### src/sv/xyz_pkg.sv
// Shared types and fixed constants of the XYZ to sRGB converter.
`timescale 1ns / 1ps

package xyz_pkg;

  localparam int MAT_STAGES = 2;
  localparam int GAM_STAGES = 4;
  localparam int PIPE_DEPTH = MAT_STAGES + GAM_STAGES;
  localparam int S_W = 34;
  localparam int FRAC_W = 27;
  localparam int PROD_W = 32;

  typedef struct packed {
    logic [15:0] x_in;
    logic [15:0] y_in;
    logic [15:0] z_in;
  } xyz_t;

  typedef struct packed {
    logic [15:0] red;
    logic [15:0] green;
    logic [15:0] blue;
  } rgb_t;

  typedef logic signed [15:0] coef_t;
  typedef logic signed [S_W-1:0] lin_t;
  typedef logic [MAT_STAGES-1:0] mat_en_t;
  typedef logic [GAM_STAGES-1:0] gam_en_t;

  localparam coef_t COEF [3][3] = '{
    '{ 16'sd26547, -16'sd12593, -16'sd4085 },
    '{ -16'sd7937,  16'sd15367,  16'sd340  },
    '{ 16'sd456,   -16'sd1671,   16'sd8659 }
  };

  typedef enum logic [1:0] {
    ENC_ZERO,
    ENC_FULL,
    ENC_LIN,
    ENC_POW
  } enc_class_t;

endpackage

### src/sv/xyz_matrix.sv
// Two-stage 3x3 matrix product from XYZ to signed linear RGB.
`timescale 1ns / 1ps

module xyz_matrix
  import xyz_pkg::*;
(
  input  logic    clk,
  input  mat_en_t en,
  input  xyz_t    in_data,
  output lin_t    lin_o [3]
);

  logic [15:0]              comp      [3];
  logic signed [PROD_W:0]   prod_full [3][3];
  logic signed [PROD_W-1:0] prod_nxt  [3][3];
  logic signed [PROD_W-1:0] prod_r    [3][3];
  lin_t                     sum_nxt   [3];
  lin_t                     sum_r     [3];

  assign comp[0] = in_data.x_in;
  assign comp[1] = in_data.y_in;
  assign comp[2] = in_data.z_in;

  always_comb begin
    for (int c = 0; c < 3; c++) begin
      for (int j = 0; j < 3; j++) begin
        prod_full[c][j] = COEF[c][j] * $signed({1'b0, comp[j]});
        prod_nxt[c][j]  = prod_full[c][j][PROD_W-1:0];
      end
    end
  end

  always_comb begin
    for (int c = 0; c < 3; c++) begin
      sum_nxt[c] = prod_r[c][0] + prod_r[c][1] + prod_r[c][2];
    end
  end

  always_ff @(posedge clk) begin
    if (en[0]) begin
      prod_r <= prod_nxt;
    end
    if (en[1]) begin
      sum_r <= sum_nxt;
    end
  end

  assign lin_o = sum_r;

endmodule

### config.mk
export PLATFORM = sky130hd
export DESIGN_NAME = xyz_matrix
export DESIGN_NICKNAME = d
export VERILOG_FILES = /design/src/sv/xyz_pkg.sv /design/src/sv/xyz_matrix.sv
export SDC_FILE = /design/constraint.sdc
export NUM_CORES = 2
export LEC_CHECK = 0
export BUFFER_PORTS_ARGS = -buffer_cell sky130_fd_sc_hd__buf_2
export CORE_ASPECT_RATIO = 1.4
export CORE_MARGIN = 5
export CORE_UTILIZATION = 63
export CTS_CLUSTER_SIZE = 12
export DETAILED_ROUTE_END_ITERATION = 10
export GPL_TIMING_DRIVEN = 0
export PLACE_DENSITY = 0.86
export SLEW_MARGIN = 15
export SYNTH_ARGS = -nofsm -noshare
export SYNTH_HDL_FRONTEND = slang
export SYNTH_SLANG_ARGS = --single-unit
export TNS_END_PERCENT = 20
### constraint.sdc
create_clock -name clk -period 14.7 [get_ports clk]
set_input_delay 2.94 -clock clk [delete_from_list [all_inputs] [get_ports clk]]
set_output_delay 2.94 -clock clk [all_outputs]
set_load 0.005 [all_outputs]
==> results.sh <==
export IMPL_grt_use_met1_pct=34.5
export IMPL_drt_pre_antenna_iters=6
export IMPL_drt_iter0_markers=1808
export IMPL_synth_area_mm2=0.0453
export IMPL_fill_cells=5333
export IMPL_cts_stage_hold_buffer_count=0
export IMPL_drv_slew=0
export IMPL_fp_dieH_um=327
export IMPL_avgRoutedWirePerCell_um=22.1
export IMPL_synth_warning_count=0
export IMPL_final_cell_count_no_fill=5321
export IMPL_antenna_violations_before_repair=10
export IMPL_grt_overflow_total=0
export IMPL_netlist_cell_type_count=78
export IMPL_proportion_of_register_bits_with_asynchronous_set_or_reset_after_synthesis_pct=0
export IMPL_cts_post_setup_buffers_inserted=0
export IMPL_rsz0062_at_grt="no"
export IMPL_ys_seq_area_share_pct=22.9
export IMPL_timing_final_crit_period_ns=8.89
export IMPL_dp_wirelength_mm=101
export IMPL_number_of_max_cap_violations=0
export IMPL_finish_net_count=5845
export IMPL_worstReg2RegStart="prod_r[193]"
export IMPL_worst_ep_arrival_time_ns=9.20
export IMPL_gp_congestion=1.00
export IMPL_multi_input_area_mm2=0.0316
export IMPL_largest_net_degree_at_the_start_of_global_routing=114
export IMPL_groute_layer_met2_usage_pct=53.0
export IMPL_max_clock_path_buffers=3
export IMPL_floorplan_die_width_um=237
export IMPL_postRouteWirelength_mm=117
export IMPL_final_common_cell="ha_1"
export IMPL_timing_slew_headroom_pct=36.1
export IMPL_core_area_mm2=0.0714
export IMPL_min_delay_path_class="register to register"
export IMPL_clockRootBuffer="clkbuf_16"
export IMPL_tritoncts_num_buffers=38
export IMPL_critical_path_peak_fanout=10
export IMPL_report_final_setup_viol=0
export IMPL_synth_fp_nets=5650
export IMPL_final_min_period_over_clock_period_pct=60.5
export IMPL_clkSlewWorstSetupHoldPaths_ns=0.05
export IMPL_ant_nets=0
export IMPL_numPortBuffers=152
export IMPL_grt_usage_pct=30.6
export IMPL_holdCritStartpoint="prod_r[60]"
export IMPL_floorplan_die_area_mm2=0.0775
export IMPL_clock_fmax_mhz=112
export IMPL_grt_first_pass_wirelength_mm=183
export IMPL_htreeDepth=2
export IMPL_syn_instance_count=4158
export IMPL_grt_met3_usage_pct=4.16
export IMPL_worst_skew_pair_late_latency_ns=0.57
export IMPL_average_cell_area_after_synthesis_um2=10.9
export IMPL_final_cell_mix="897 x ha_1, 881 x inv_1, 544 x fa_1"
export IMPL_utilization_pct=67.9
export IMPL_postCtsResizedCells=0
export IMPL_route_detailed_vias_per_inst=5.89
export IMPL_worst_slew_pin_transition_ns=0.934
export IMPL_run_status="finished, final reports clean"
export IMPL_initial_core_utilization_pct=63.5
export IMPL_worst_ep_required_time_ns=15.01
export IMPL_most_used_flip_flop_cell_after_synthesis="edfxtp_1"
export IMPL_fp_row_count=116
export IMPL_remaining_drc_errors=0
export IMPL_vias=31300
export IMPL_clock_sinks=346
export IMPL_drive_above_1_share_pct=5.51
export IMPL_grt_pass1_vias=33300
export IMPL_timing_worst_setup_path_type="input pin to register"
export IMPL_worst_hold_slack_ns=0.712
export IMPL_final_seq_area_mm2=0.0104
export IMPL_pin_count=153
export IMPL_timing_setup_tns_ns=0
export IMPL_flow_area_growth_from_synthesis_pct=6.95
export IMPL_timing_final_hold_violations=0
export IMPL_synth_seq_cells=346
export IMPL_cp_start_kind="input pin"
export IMPL_critical_path_end_type="register"
export IMPL_clock_skew_ns=0.0212
export IMPL_place_inst=5257
export IMPL_crit_path_from="in_data[20]"
export IMPL_gr_max_usage_layer="met2"
export IMPL_synth_enable_flop_cells=346
export IMPL_tritoncts="done"
metrics by stage:
step	area (um2)	setup WS, ns
after CTS	48500	5.90
after global routing	48500	5.59
after floorplan	45300	6.33
after detailed placement	47400	5.32
final	48500	5.81
after global placement	47300	5.33
Yosys cell counts (4+ instances only):
library cell  instances  share of area, %
a2111oi_0             5             0.097
a211o_1               8              0.15
a211oi_1             30              0.50
a21boi_0              8              0.13
a21o_1              119               2.0
a21oi_1             214               2.4
a221o_1               4             0.088
a221oi_1              6              0.12
a31o_2                5             0.097
a31oi_1              23              0.32
a41oi_1               4             0.077
and2_1               10              0.14
and3_1               17              0.23
and4_1                4             0.077
clkbuf_1              5             0.041
edfxtp_1            346                23
fa_1                544                24
ha_1                897                25
inv_1               881               7.3
nand2_1             108              0.89
nand2b_1             24              0.33
nand3_1              50              0.55
nand4_1              18              0.25
nor2_1              146               1.2
nor2b_1              26              0.36
nor3_1               42              0.46
nor3b_1               5             0.083
nor4_1                5             0.069
o2111ai_1             5             0.097
o211ai_1             18              0.30
o21a_1               41              0.68
o21ai_0             112               1.2
o21bai_1             41              0.68
o31a_1                8              0.15
o31ai_1              10              0.17
or2_2                13              0.18
or3_1                15              0.21
xnor2_1             191               3.7
xor2_1               85               1.6
cell type report:
class | instances | area share (%)
Multi-Input combinational cell | 2923 | 65.2
Sequential cell | 346 | 21.4
Inverter | 881 | 6.82
Tap cell | 944 | 2.44
Clock buffer | 45 | 2.06
Timing Repair Buffer | 155 | 1.77
Clock inverter | 14 | 0.214
Buffer | 8 | 0.0852
Antenna cell | 5 | 0.0258
registers in the layout (all words and copies together), names as in the netlist:
| name | flops |
|---|---|
| prod_r | 247 |
| lin_o | 99 |
kinds of logic (layout without fill, tap and decap cells):
| family | count (synthesis) | after routing | share of synthesized area (%) |
|---|---|---|---|
| other | 0 | 5 | 0 |
| AND/OR/NAND/NOR | 494 | 494 | 5.27 |
| AO/OA/AOI/OAI | 712 | 712 | 10.3 |
| adder cells (fa/ha/maj) | 1441 | 1441 | 48.8 |
| XOR/XNOR | 276 | 276 | 5.33 |
| flip-flops | 346 | 346 | 22.9 |
| buffers and inverters | 889 | 1103 | 7.39 |
critical path, cell delays in order:
cell	delay, ns
buf_2	0.32
inv_1	0.27
fa_1	0.41
inv_1	0.33
fa_1	0.25
inv_1	0.06
fa_1	0.52
inv_1	0.06
fa_1	0.49
fa_1	0.49
inv_1	0.05
fa_1	0.52
inv_1	0.06
ha_1	0.22
nor3_1	0.20
o211ai_1	0.13
nor3b_1	0.16
a21oi_1	0.19
a21oi_1	0.18
a41o_1	0.32
a2111oi_0	0.66
o21ai_0	0.21
xnor2_1	0.16
path summary, 6_finish.rpt:
path,end,slack (ns),cells after the start
max,prod_r[254],5.81,23
min reg2reg,lin_o[32],0.71,1
min,lin_o[32],0.71,1
max reg2reg,lin_o[99],10.54,13
layer usage:
layer	wire, um	vias to the layer above
met5	64	-
met3	6830	407
met2	57400	1086
met4	11500	10
li1	-	14500
met1	41700	15400
Power is left out: the tool's default activity adds up to more than one toggle a clock period on the data nets, which glitch-free logic cannot reach.
