==> src/sv/xyz_pkg.sv <==
// Shared types and fixed constants of the XYZ to sRGB converter.
`timescale 1ns / 1ps

package xyz_pkg;

  localparam int MAT_STAGES = 2;
  localparam int GAM_STAGES = 4;
  localparam int PIPE_DEPTH = MAT_STAGES + GAM_STAGES;
  localparam int S_W = 34;
  localparam int FRAC_W = 27;
  localparam int PROD_W = 32;

  typedef struct packed {
    logic [15:0] x_in;
    logic [15:0] y_in;
    logic [15:0] z_in;
  } xyz_t;

  typedef struct packed {
    logic [15:0] red;
    logic [15:0] green;
    logic [15:0] blue;
  } rgb_t;

  typedef logic signed [15:0] coef_t;
  typedef logic signed [S_W-1:0] lin_t;
  typedef logic [MAT_STAGES-1:0] mat_en_t;
  typedef logic [GAM_STAGES-1:0] gam_en_t;

  localparam coef_t COEF [3][3] = '{
    '{ 16'sd26547, -16'sd12593, -16'sd4085 },
    '{ -16'sd7937,  16'sd15367,  16'sd340  },
    '{ 16'sd456,   -16'sd1671,   16'sd8659 }
  };

  typedef enum logic [1:0] {
    ENC_ZERO,
    ENC_FULL,
    ENC_LIN,
    ENC_POW
  } enc_class_t;

endpackage

==> src/sv/xyz_gamma.sv <==
// Four-stage sRGB gamma encoder for one channel with a piecewise-linear power table.
`timescale 1ns / 1ps

module xyz_gamma
  import xyz_pkg::*;
#(
  parameter int SEG = 64
)
(
  input  logic        clk,
  input  gam_en_t     en,
  input  lin_t        s_i,
  output logic [15:0] val_o
);

  localparam int IDX_W = $clog2(SEG + 1);
  localparam int P_W = FRAC_W + IDX_W;
  localparam logic [P_W-1:0] SEG_U = P_W'(SEG);
  localparam logic [FRAC_W-1:0] LIN_LIMIT = 27'd420208;
  localparam longint unsigned LIN_LIMIT_U = 420208;
  localparam logic [45:0] LIN_MUL = 46'd84671220;
  localparam logic [45:0] LIN_BIAS = 46'd50 << FRAC_W;
  localparam logic [34:0] LIN_RECIP = 35'd167773;
  localparam logic [43:0] RND = 44'd1 << (FRAC_W - 1);
  localparam logic [63:0] LIN_MUL64 = 64'd84671220;
  localparam logic [63:0] LIN_BIAS64 = 64'd50 << FRAC_W;
  localparam logic [63:0] LIN_DIV = 64'd100 << FRAC_W;
  localparam logic [63:0] PE_MUL = 64'd69139425;
  localparam logic [63:0] PE_BIAS = 64'd500 << 32;
  localparam logic [63:0] PE_OFF = 64'd3604425 << 32;
  localparam logic [63:0] PE_DIV = 64'd1000 << 32;

  function automatic logic [63:0] mul_hi(input logic [63:0] a, input logic [63:0] b);
    logic [127:0] p;
    p = {64'b0, a} * {64'b0, b};
    return p[127:64];
  endfunction

  function automatic logic [15:0] lin_entry(input logic [63:0] v);
    logic [63:0] o;
    o = (v * LIN_MUL64 + LIN_BIAS64) / LIN_DIV;
    return (o > 64'd65535) ? 16'hFFFF : o[15:0];
  endfunction

  function automatic logic [15:0] pow_entry(input logic [63:0] d);
    logic [63:0] d2, d4, d5, r, c, c64, c2, c4, c8, c12, num, o;
    d2 = mul_hi(d, d);
    d4 = mul_hi(d2, d2);
    d5 = mul_hi(d4, d);
    r = 64'd0;
    for (int b = 31; b >= 0; b--) begin
      c   = r | (64'd1 << b);
      c64 = c << 32;
      c2  = mul_hi(c64, c64);
      c4  = mul_hi(c2, c2);
      c8  = mul_hi(c4, c4);
      c12 = mul_hi(c8, c4);
      if (c12 <= d5) begin
        r = c;
      end
    end
    num = r * PE_MUL + PE_BIAS;
    if (num < PE_OFF) begin
      return 16'd0;
    end
    o = (num - PE_OFF) / PE_DIV;
    return (o > 64'd65535) ? 16'hFFFF : o[15:0];
  endfunction

  logic [15:0] gtab [0:SEG];

  for (genvar k = 0; k <= SEG; k++) begin : g_tab
    localparam longint unsigned KU = k;
    localparam longint unsigned SEGL = SEG;
    localparam longint unsigned VK = (KU << FRAC_W) / SEGL;
    localparam longint unsigned DK = ((KU << 53) / SEGL) << 11;
    if (k == SEG) begin : g_top
      assign gtab[k] = 16'hFFFF;
    end else if (VK <= LIN_LIMIT_U) begin : g_lin
      assign gtab[k] = lin_entry(64'(VK));
    end else begin : g_pow
      assign gtab[k] = pow_entry(64'(DK));
    end
  end

  enc_class_t        cls_nxt;
  logic [FRAC_W-1:0] v;
  logic [45:0]       lin_a_nxt;
  logic [P_W-1:0]    p_nxt;

  enc_class_t        cls_a_r;
  logic [45:0]       lin_a_r;
  logic [P_W-1:0]    p_a_r;

  always_comb begin
    v = s_i[FRAC_W-1:0];
    if (s_i[S_W-1] || (s_i == '0)) begin
      cls_nxt = ENC_ZERO;
    end else if (|s_i[S_W-2:FRAC_W]) begin
      cls_nxt = ENC_FULL;
    end else if (v <= LIN_LIMIT) begin
      cls_nxt = ENC_LIN;
    end else begin
      cls_nxt = ENC_POW;
    end
    lin_a_nxt = {27'b0, v[18:0]} * LIN_MUL + LIN_BIAS;
    p_nxt = {{(P_W - FRAC_W){1'b0}}, v} * SEG_U;
  end

  logic [16:0]       q;
  logic [34:0]       lin_b_nxt;
  logic [IDX_W-1:0]  idx;
  logic [IDX_W-1:0]  idx1;

  enc_class_t        cls_b_r;
  logic [34:0]       lin_b_r;
  logic [15:0]       t0_b_r;
  logic [15:0]       t1_b_r;
  logic [FRAC_W-1:0] f_b_r;

  always_comb begin
    q = lin_a_r[45:29];
    lin_b_nxt = {18'b0, q} * LIN_RECIP;
    idx = p_a_r[P_W-1:FRAC_W];
    idx1 = idx + 1'b1;
  end

  logic              up;
  logic [15:0]       diff;
  logic [43:0]       rnd_nxt;

  enc_class_t        cls_c_r;
  logic [15:0]       lin_c_r;
  logic [15:0]       t0_c_r;
  logic              up_c_r;
  logic [43:0]       rnd_c_r;

  always_comb begin
    up = (t1_b_r >= t0_b_r);
    diff = up ? (t1_b_r - t0_b_r) : (t0_b_r - t1_b_r);
    rnd_nxt = {28'b0, diff} * {17'b0, f_b_r} + RND;
  end

  logic [16:0] delta;
  logic [16:0] up_sum;
  logic [15:0] pow_val;
  logic [15:0] val_nxt;
  logic [15:0] val_r;

  always_comb begin
    delta = rnd_c_r[43:FRAC_W];
    up_sum = {1'b0, t0_c_r} + delta;
    if (up_c_r) begin
      pow_val = up_sum[16] ? 16'hFFFF : up_sum[15:0];
    end else if (delta > {1'b0, t0_c_r}) begin
      pow_val = 16'd0;
    end else begin
      pow_val = t0_c_r - delta[15:0];
    end
    case (cls_c_r)
      ENC_ZERO: val_nxt = 16'd0;
      ENC_FULL: val_nxt = 16'hFFFF;
      ENC_LIN:  val_nxt = lin_c_r;
      ENC_POW:  val_nxt = pow_val;
      default:  val_nxt = 16'd0;
    endcase
  end

  always_ff @(posedge clk) begin
    if (en[0]) begin
      cls_a_r <= cls_nxt;
      lin_a_r <= lin_a_nxt;
      p_a_r   <= p_nxt;
    end
    if (en[1]) begin
      cls_b_r <= cls_a_r;
      lin_b_r <= lin_b_nxt;
      t0_b_r  <= gtab[idx];
      t1_b_r  <= gtab[idx1];
      f_b_r   <= p_a_r[FRAC_W-1:0];
    end
    if (en[2]) begin
      cls_c_r <= cls_b_r;
      lin_c_r <= {3'b0, lin_b_r[34:22]};
      t0_c_r  <= t0_b_r;
      up_c_r  <= up;
      rnd_c_r <= rnd_nxt;
    end
    if (en[3]) begin
      val_r <= val_nxt;
    end
  end

  assign val_o = val_r;

endmodule
==> config.mk <==
export PLATFORM = sky130hd
export DESIGN_NAME = xyz_gamma
export DESIGN_NICKNAME = d
export VERILOG_FILES = /design/src/sv/xyz_pkg.sv /design/src/sv/xyz_gamma.sv
export SDC_FILE = /design/constraint.sdc
export NUM_CORES = 2
export LEC_CHECK = 0
export BUFFER_PORTS_ARGS = -buffer_cell sky130_fd_sc_hd__buf_2
export CORE_MARGIN = 2
export CORE_UTILIZATION = 48
export DETAILED_ROUTE_END_ITERATION = 6
export PLACE_DENSITY = 0.7
export SLEW_MARGIN = 20
export SYNTH_ARGS = -nofsm -noshare
export SYNTH_HDL_FRONTEND = slang
export SYNTH_SLANG_ARGS = --single-unit
==> constraint.sdc <==
create_clock -name clk -period 12.7 [get_ports clk]
set_clock_uncertainty 0.05 [all_clocks]
set_input_delay 1.905 -clock clk [delete_from_list [all_inputs] [get_ports clk]]
set_output_delay 1.905 -clock clk [all_outputs]
set_load 0.05 [all_outputs]
==> run_results.csv <==
group,metric,value,unit
grt,grt_use_met3,4.64,%
route,drc,0,
timing,finalHoldViolations,0,
synth,synth_cells,3974,
synth,synth.area.top_cells,"fa_1, ha_1, edfxtp_1, inv_1, nand2_1",
route,wl_per_cell,18.5,um
synth,synth_area_leader_cell,"fa_1",
timing,max_freq,86.2,MHz
timing,maxSlewHeadroom,28.8,%
clock_network,cts_buffer_depth,2,
placement,place_congestion,0.931,
layout,synthToLayoutAreaGrowth,4.97,%
clock_network,ctsHtreeMaxLevel,4,
placement,dp_hpwl,73500,um
setup_path,arrival,11.87,ns
layout,num-nets-final,5023,
run_status,status,"completed",
floorplan,io_pins,55,
route,routed_via_density,5.57,
grt,antenna_found_initial,4,
clock_network,clockRootBuffer,"clkbuf_16",
min_path,worstHoldStart,"p_a_r[14]",
clock_network,hold_buffers,0,
grt,grtUsageMet1,33.2,%
setup_path,end_kind,"flop",
synth,synth-async-reset-ratio,0,%
clock_network,post-cts-setup-buffers,0,
timing,min_period,11.60,ns
placement,dp_slack,0.917,ns
synth,synth-seq-cells,179,
grt,grt_pass1_vias,28000,
floorplan,die_w,281,um
synth,netlist.area_leader.share,30.5,%
route,dr_total_vias,27400,
setup_path,crit_type,"reg2reg",
synth,synth_edf_count,179,
synth,ys_warn_count,0,
setup_path,crit_required,12.96,ns
timing,layout_setup_ws,1.10,ns
floorplan,rows,101,
floorplan,die_h,281,um
placement,numPortBuffers,54,
clock_network,clk_pin_slew_worst_paths,0.08,ns
setup_path,crit_path_start_kind,"flop",
timing,setup_viol,0,
clock_network,clkLatencyLatePin,0.49,ns
floorplan,start_util,48.5,%
synth,synthesis.area,36700,um2
layout,drive_gt1_share,4.40,%
floorplan,coreArea,75800,um2
setup_path,max_stage_delay,0.60,ns
setup_path,critPathMostFrequentCell,"fa_1",
timing,rsz0062_at_grt,"false",
grt,grt_use_total,24.2,%
clock_network,cts.repair.resized,0,
grt,overflow,0,
clock_network,clkSinkCount,179,
synth,synth_cell_types,93,
route,ant_nets,0,
run,maxCapViolCount,0,
clock_network,cts_buffers,17,
setup_path,timing.rr.start,"t0_b_r[0]",
setup_path,crit_path_start,"t0_b_r[0]",
grt,use_met2,39.2,%
timing,drv_slew,0,
synth,ys_seq_area_share,14.6,%
setup_path,worstPathMaxFanout,24,
clock_network,tritoncts,"yes",
timing,fin_setup_tns,0,ns
route,drt_iter0_markers,2182,
grt,grt_pass1_wl,150000,um
setup_path,path_buf_inv,6,
synth,synth_ff_type,"edfxtp_1",
synth,syn-num-nets,5078,
synth,synth_most_common_cell,"inv_1",
min_path,hold_path_class,"reg2reg",
setup_path,critical-path-top-delay-family,"adder cells",
timing,period_share,91.4,%
route,routed_wl,91000,um
timing,whs,0.370,ns
grt,grt_max_degree,81,
floorplan,die_area,78800,um2
setup_path,critPathSlowestCell,"o21ai_4",
synth,synth.top_cells.by_count,"inv_1, fa_1, ha_1",
timing,worst-slew-pin-transition,1.04,ns
synth,syn_avg_cell_area,9.25,um2
route,first_pass_iters,6,
grt,grt_busiest_layer,"met2",
-- metal layers --
| metal | routed length, um | vias to the layer above |
|---|---|---|
| met5 | 52 | - |
| met4 | 2010 | 6 |
| met3 | 6930 | 132 |
| met2 | 42900 | 988 |
| met1 | 39100 | 13500 |
| li1 | - | 12800 |
-- cells by family after synthesis --
group	after synthesis	synth area share [%]
compound gates	647	11.5
xor+xnor	97	2.35
flops	179	14.6
mux	24	0.780
buf+inv	1045	10.7
fa+ha+maj	1066	47.7
simple gates	916	12.3
-- sequential cells by signal, indices dropped and copies added, names as in the netlist --
name     flops
t0_c_r      16
cls_a_r      2
p_a_r       27
lin_c_r     13
lin_a_r     17
cls_b_r      2
val_o       16
rnd_c_r     17
cls_c_r      2
lin_b_r     13
t1_b_r      16
f_b_r       21
t0_b_r      16
up_c_r       1
-- path summary, 6_finish.rpt --
check / end / slack [ns] / cells past startpoint
min: f_b_r[14] / 0.37 / 0
min reg2reg: f_b_r[14] / 0.37 / 0
max: rnd_c_r[43] / 1.10 / 38
max reg2reg: rnd_c_r[43] / 1.10 / 38
-- through the flow --
stage,util [%],cells,area (um2)
floorplan,-,3974,36700
global placement,50.0,4878,37900
detailed placement,50.0,4878,37900
CTS,50.8,4910,38500
global route,50.9,4910,38600
finish,50.9,4912,38600
-- layout by cell type (no fill, tap or decap), types with 8 or more instances in the layout --
master / count
a311oi_1: 11
o211ai_1: 24
a221o_1: 12
o221ai_1: 10
nor2_1: 157
mux2i_1: 16
nand3_1: 52
a211oi_1: 33
nand2_1: 326
nand4_1: 36
a21oi_1: 169
xor2_1: 27
nand2b_1: 28
a21o_1: 66
edfxtp_1: 179
nor2b_1: 25
inv_1: 876
ha_1: 506
xnor2_1: 61
fa_1: 559
or3_1: 15
o21a_1: 21
o21bai_1: 13
and3_1: 32
buf_4: 39
o21ai_0: 149
and2_1: 129
a31oi_1: 33
buf_2: 53
o31ai_1: 10
clkbuf_16: 17
a2111oi_0: 8
nor3_1: 60
-- layout make-up --
cell class	instances	area, um2
clock buffers	17	425
flip-flops and latches	179	5380
diodes	2	5.00
clock inverters	15	183
well taps	978	1220
multi-input cells	2750	27500
fillers	6992	37300
inverters	879	3300
repair buffers	92	558
Power is left out: the tool's default activity adds up to more than one toggle a clock period on the data nets, which glitch-free logic cannot reach.
